--- src/sv/etrb_pkg.sv ---
// ----------------------------------------------------------------------------
// etrb_pkg
// Shared types and constants of the event trace ring buffer.
// ----------------------------------------------------------------------------
package etrb_pkg;

    localparam int DEPTH  = 64;
    localparam int IDX_W  = $clog2(DEPTH);
    localparam int FILL_W = $clog2(DEPTH + 1);
    localparam int QDEPTH = 4;
    localparam int QIDX_W = $clog2(QDEPTH);
    localparam int QCNT_W = $clog2(QDEPTH + 1);

    typedef enum logic {
        REQ_RECORD   = 1'b0,
        REQ_SNAPSHOT = 1'b1
    } req_t;

    typedef struct packed {
        req_t        kind;
        logic [15:0] event_code;
        logic [31:0] arg_first;
        logic [31:0] arg_second;
        logic [31:0] time_now;
        logic [31:0] read_capacity;
    } cmd_t;

    typedef struct packed {
        logic [31:0] seq;
        logic [31:0] stamp;
        logic [15:0] event_code;
        logic [31:0] arg_first;
        logic [31:0] arg_second;
    } entry_t;

    typedef struct packed {
        logic              entry_valid;
        logic              last;
        logic [FILL_W-1:0] available;
        logic [31:0]       overwrite_total;
    } tag_t;

    typedef struct packed {
        tag_t   tag;
        entry_t entry;
    } result_t;

    typedef enum logic {
        ST_IDLE,
        ST_SNAP
    } back_state_t;

endpackage

--- src/sv/etrb_front.sv ---
// ----------------------------------------------------------------------------
// etrb_front
// Accepts request words, classifies them into commands and queues them.
// ----------------------------------------------------------------------------
module etrb_front (
    input  logic                  aclk,
    input  logic                  aresetn,
    input  logic                  s_tvalid,
    output logic                  s_tready,
    input  logic                  req_type,
    input  logic [15:0]           event_code,
    input  logic [31:0]           arg_first,
    input  logic [31:0]           arg_second,
    input  logic [31:0]           time_now,
    input  logic [31:0]           read_capacity,
    output logic                  cmd_valid,
    output etrb_pkg::cmd_t        cmd,
    input  logic                  cmd_pop
);

    etrb_pkg::cmd_t                    q_mem [etrb_pkg::QDEPTH];
    logic [etrb_pkg::QIDX_W-1:0]       head_reg, head_next;
    logic [etrb_pkg::QIDX_W-1:0]       tail_reg, tail_next;
    logic [etrb_pkg::QCNT_W-1:0]       cnt_reg, cnt_next;
    etrb_pkg::cmd_t                    cmd_in;
    logic                              push;
    logic                              pop;

    always_comb begin
        cmd_in.kind          = req_type ? etrb_pkg::REQ_SNAPSHOT : etrb_pkg::REQ_RECORD;
        cmd_in.event_code    = event_code;
        cmd_in.arg_first     = arg_first;
        cmd_in.arg_second    = arg_second;
        cmd_in.time_now      = time_now;
        cmd_in.read_capacity = read_capacity;
    end

    assign s_tready  = (cnt_reg != etrb_pkg::QCNT_W'(etrb_pkg::QDEPTH));
    assign push      = s_tvalid && s_tready;
    assign cmd_valid = (cnt_reg != '0);
    assign pop       = cmd_pop && cmd_valid;
    assign cmd       = q_mem[head_reg];

    always_comb begin
        head_next = pop  ? head_reg + 1'b1 : head_reg;
        tail_next = push ? tail_reg + 1'b1 : tail_reg;
        cnt_next  = cnt_reg;
        if (push && !pop) begin
            cnt_next = cnt_reg + 1'b1;
        end else if (pop && !push) begin
            cnt_next = cnt_reg - 1'b1;
        end
    end

    always_ff @(posedge aclk) begin
        if (push) begin
            q_mem[tail_reg] <= cmd_in;
        end
    end

    always_ff @(posedge aclk) begin
        if (!aresetn) begin
            head_reg <= '0;
            tail_reg <= '0;
            cnt_reg  <= '0;
        end else begin
            head_reg <= head_next;
            tail_reg <= tail_next;
            cnt_reg  <= cnt_next;
        end
    end

endmodule

--- config.mk ---
export PLATFORM = sky130hd
export DESIGN_NAME = etrb_front
export DESIGN_NICKNAME = d
export VERILOG_FILES = /design/src/sv/etrb_pkg.sv /design/src/sv/etrb_front.sv
export SDC_FILE = /design/constraint.sdc
export NUM_CORES = 1
export LEC_CHECK = 0
export BUFFER_PORTS_ARGS = -buffer_cell sky130_fd_sc_hd__buf_2
export CAP_MARGIN = 20
export CORE_ASPECT_RATIO = 1.25
export CORE_MARGIN = 2
export CORE_UTILIZATION = 60
export CTS_CLUSTER_DIAMETER = 150
export DETAILED_ROUTE_END_ITERATION = 10
export PLACE_DENSITY = 0.89
export SLEW_MARGIN = 15
export SYNTH_ARGS = -nofsm -noshare
export SYNTH_HDL_FRONTEND = slang
export SYNTH_SLANG_ARGS = --single-unit
--- constraint.sdc ---
create_clock -name aclk -period 11.8 [get_ports aclk]
set_input_delay 1.18 -clock aclk [delete_from_list [all_inputs] [get_ports aclk]]
set_output_delay 1.18 -clock aclk [all_outputs]
set_load 0.01 [all_outputs]
==> impl_metrics.json <==
{
  "hold_buffers": 0,
  "fin_cells": 1651,
  "rsz0062_at_grt": "no",
  "first_global_vias": 10200,
  "max_freq_mhz": 210.9,
  "final_common_cell": "edfxtp_1",
  "wl_per_cell_um": 24.79,
  "cts_buffer_depth": 3,
  "total_power_mw": 5.375,
  "cts_tree": "built",
  "finalWorstSetupSlack_ns": 7.058,
  "rows": 77,
  "dr.pass1.iters": 5,
  "cts_resized": 0,
  "n_fill_cell": 2036,
  "path_class": "flip-flop to output pin",
  "grt_max_degree": 68,
  "yosysSeqAreaShare": 0.8237,
  "powerDensity_nw_per_um2": 216.0,
  "htree_levels": 2,
  "syn_inst": 805,
  "final_hold_viol_count": 0,
  "numCtsBuffers": 52,
  "synthAdderAreaFrac": 0.003865,
  "grt_use_total": 0.2218,
  "synthMuxAreaShare": 0.1543,
  "clkLatencyLatePin_ns": 0.56,
  "dieHeight_um": 215.0,
  "finalMaxSlewViolations": 0,
  "antenna_left": 0,
  "leakage_nw": 8.271,
  "fin_crit_sh": 0.4018,
  "synth_top_family_by_area": "multiplexers",
  "synth_compound_area_frac": 0.001874,
  "ir_drop_mv": 0.1943,
  "multi_input_area_um2": 3555,
  "routed_wirelength_um": 40930,
  "cp-start-kind": "flip-flop",
  "overflow": 0,
  "die_x_um": 172.8,
  "fin_skew_ns": 0.01327,
  "dp_hpwl_um": 24630,
  "crit_fanout": 46,
  "place_area_um2": 23340,
  "cts_sinks": 589,
  "max_slew_margin": 0.3242,
  "initial_core_util": 0.6059,
  "cp.required_ns": 10.62,
  "setup_viol": 0,
  "clockRootBuffer": "clkbuf_16",
  "fin_area_um2": 24890,
  "timing.hold.ws_ns": 0.5038,
  "drtIter0Drc": 790,
  "hp-class": "flip-flop to flip-flop",
  "fin_nets": 1289,
  "drcViolationCount": 0,
  "via_per_inst": 5.846,
  "syn_to_final_growth_pct": 16.50,
  "coreArea_um2": 35260,
  "final-seq-area_um2": 17600,
  "layout_min_cycle_time_ns": 4.742,
  "largest_reg_flops": 580,
  "gp_congestion": 0.7483,
  "post_cts_buffers": 0,
  "synth_xor_area_frac": 0.001640,
  "antenna_found_initial": 11,
  "die_area_um2": 37140,
  "clk_pin_slew_ns": 0.06,
  "status": "complete, no violations",
  "drv_cap": 0,
  "layout_common_cells": "580 x edfxtp_1, 295 x buf_2, 145 x mux4_2",
  "dp_cells": 1554,
  "final_core_util": 0.7059,
  "vias": 9652,
  "io_buffers": 295,
  "post_synth.cell_area_avg_um2": 26.54,
  "synth-seq-cells": 589,
  "dp_slack_ns": 7.559,
  "synth_cell_type_count": 23,
  "syn_area_um2": 21360,
  "end_kind": "output pin",
  "synthSimpleGateAreaFrac": 0.004275,
  "crit_arrival_ns": 3.56,
  "drive_above_1_share": 0.4503,
  "num_io_pins": 296,
  "synth_nets": 960,
  "tightest_slew_ns": 1.014,
  "ys_warn_count": 0,
  "grt_pass1_wl_um": 61710,
  "tns_ns": 0
}
[final cells by class]
type,count,share of cell area
clock buffers,64,0.05494
multi-input cells,180,0.1428
inverters,3,0.0004524
flip-flops and latches,589,0.7073
diodes,9,0.0009048
well taps,474,0.02383
clock inverters,24,0.006535
repair buffers,308,0.06324
[cells by family after synthesis]
| logic type | Yosys count |
|---|---|
| XOR/XNOR | 4 |
| AND/OR/NAND/NOR | 17 |
| multiplexers | 148 |
| AO/OA/AOI/OAI | 5 |
| adder cells (fa/ha/maj) | 6 |
| buffers and inverters | 36 |
| flip-flops | 589 |
[per-layer routing]
metal	track usage	vias to the layer above	wire length [um]
met1	0.2887	5033	15210
li1	-	4142	-
met2	0.3712	400	21440
met4	0.07062	8	985
met5	0	-	57
met3	0.06033	69	3240
[final timing paths]
kind                    start     endpoint  slack (ns)  depth (start not counted)
setup / recovery    flip-flop      cmd[90]        7.06                          4
hold / removal    tail_reg[0]  tail_reg[0]        0.50                          2
setup reg to reg   cnt_reg[0]  q_mem[3][1]        8.90                          4
hold reg to reg   tail_reg[0]  tail_reg[0]        0.50                          2
[power by group]
| group | switching, mW | leakage, nW | internal [mW] | total (mW) |
|---|---|---|---|---|
| logic | 0.635 | 2.13 | 0.577 | 1.21 |
| clock network | 0.676 | 0.752 | 0.860 | 1.54 |
| registers | 0.0848 | 5.39 | 2.54 | 2.63 |
| total | 1.40 | 8.27 | 3.98 | 5.38 |
[critical path, stage by stage, from the launching register on]
cell and delay [ns]:
dfxtp_4 0.67, buf_4 0.63, buf_4 0.80, mux4_2 0.65, buf_2 0.16
[cells in the mapped netlist, drive strengths merged]
master / number / area [um^2]
mux2i: 3 / 30.03
fa: 1 / 20.02
a21boi: 2 / 18.77
nor2: 1 / 3.750
inv: 3 / 11.26
o21ai: 1 / 5.000
nand2: 5 / 18.77
and2: 8 / 50.05
o31ai: 1 / 7.510
or3: 2 / 12.51
clkbuf: 6 / 22.52
ha: 5 / 62.56
xnor2: 3 / 26.28
xor2: 1 / 8.760
mux4: 145 / 3266
dfxtp: 9 / 180.2
nor2b: 1 / 6.260
buf: 27 / 188.9
edfxtp: 580 / 17420
o311ai: 1 / 8.760
No activity file was read; power rests on OpenSTA's default activity.
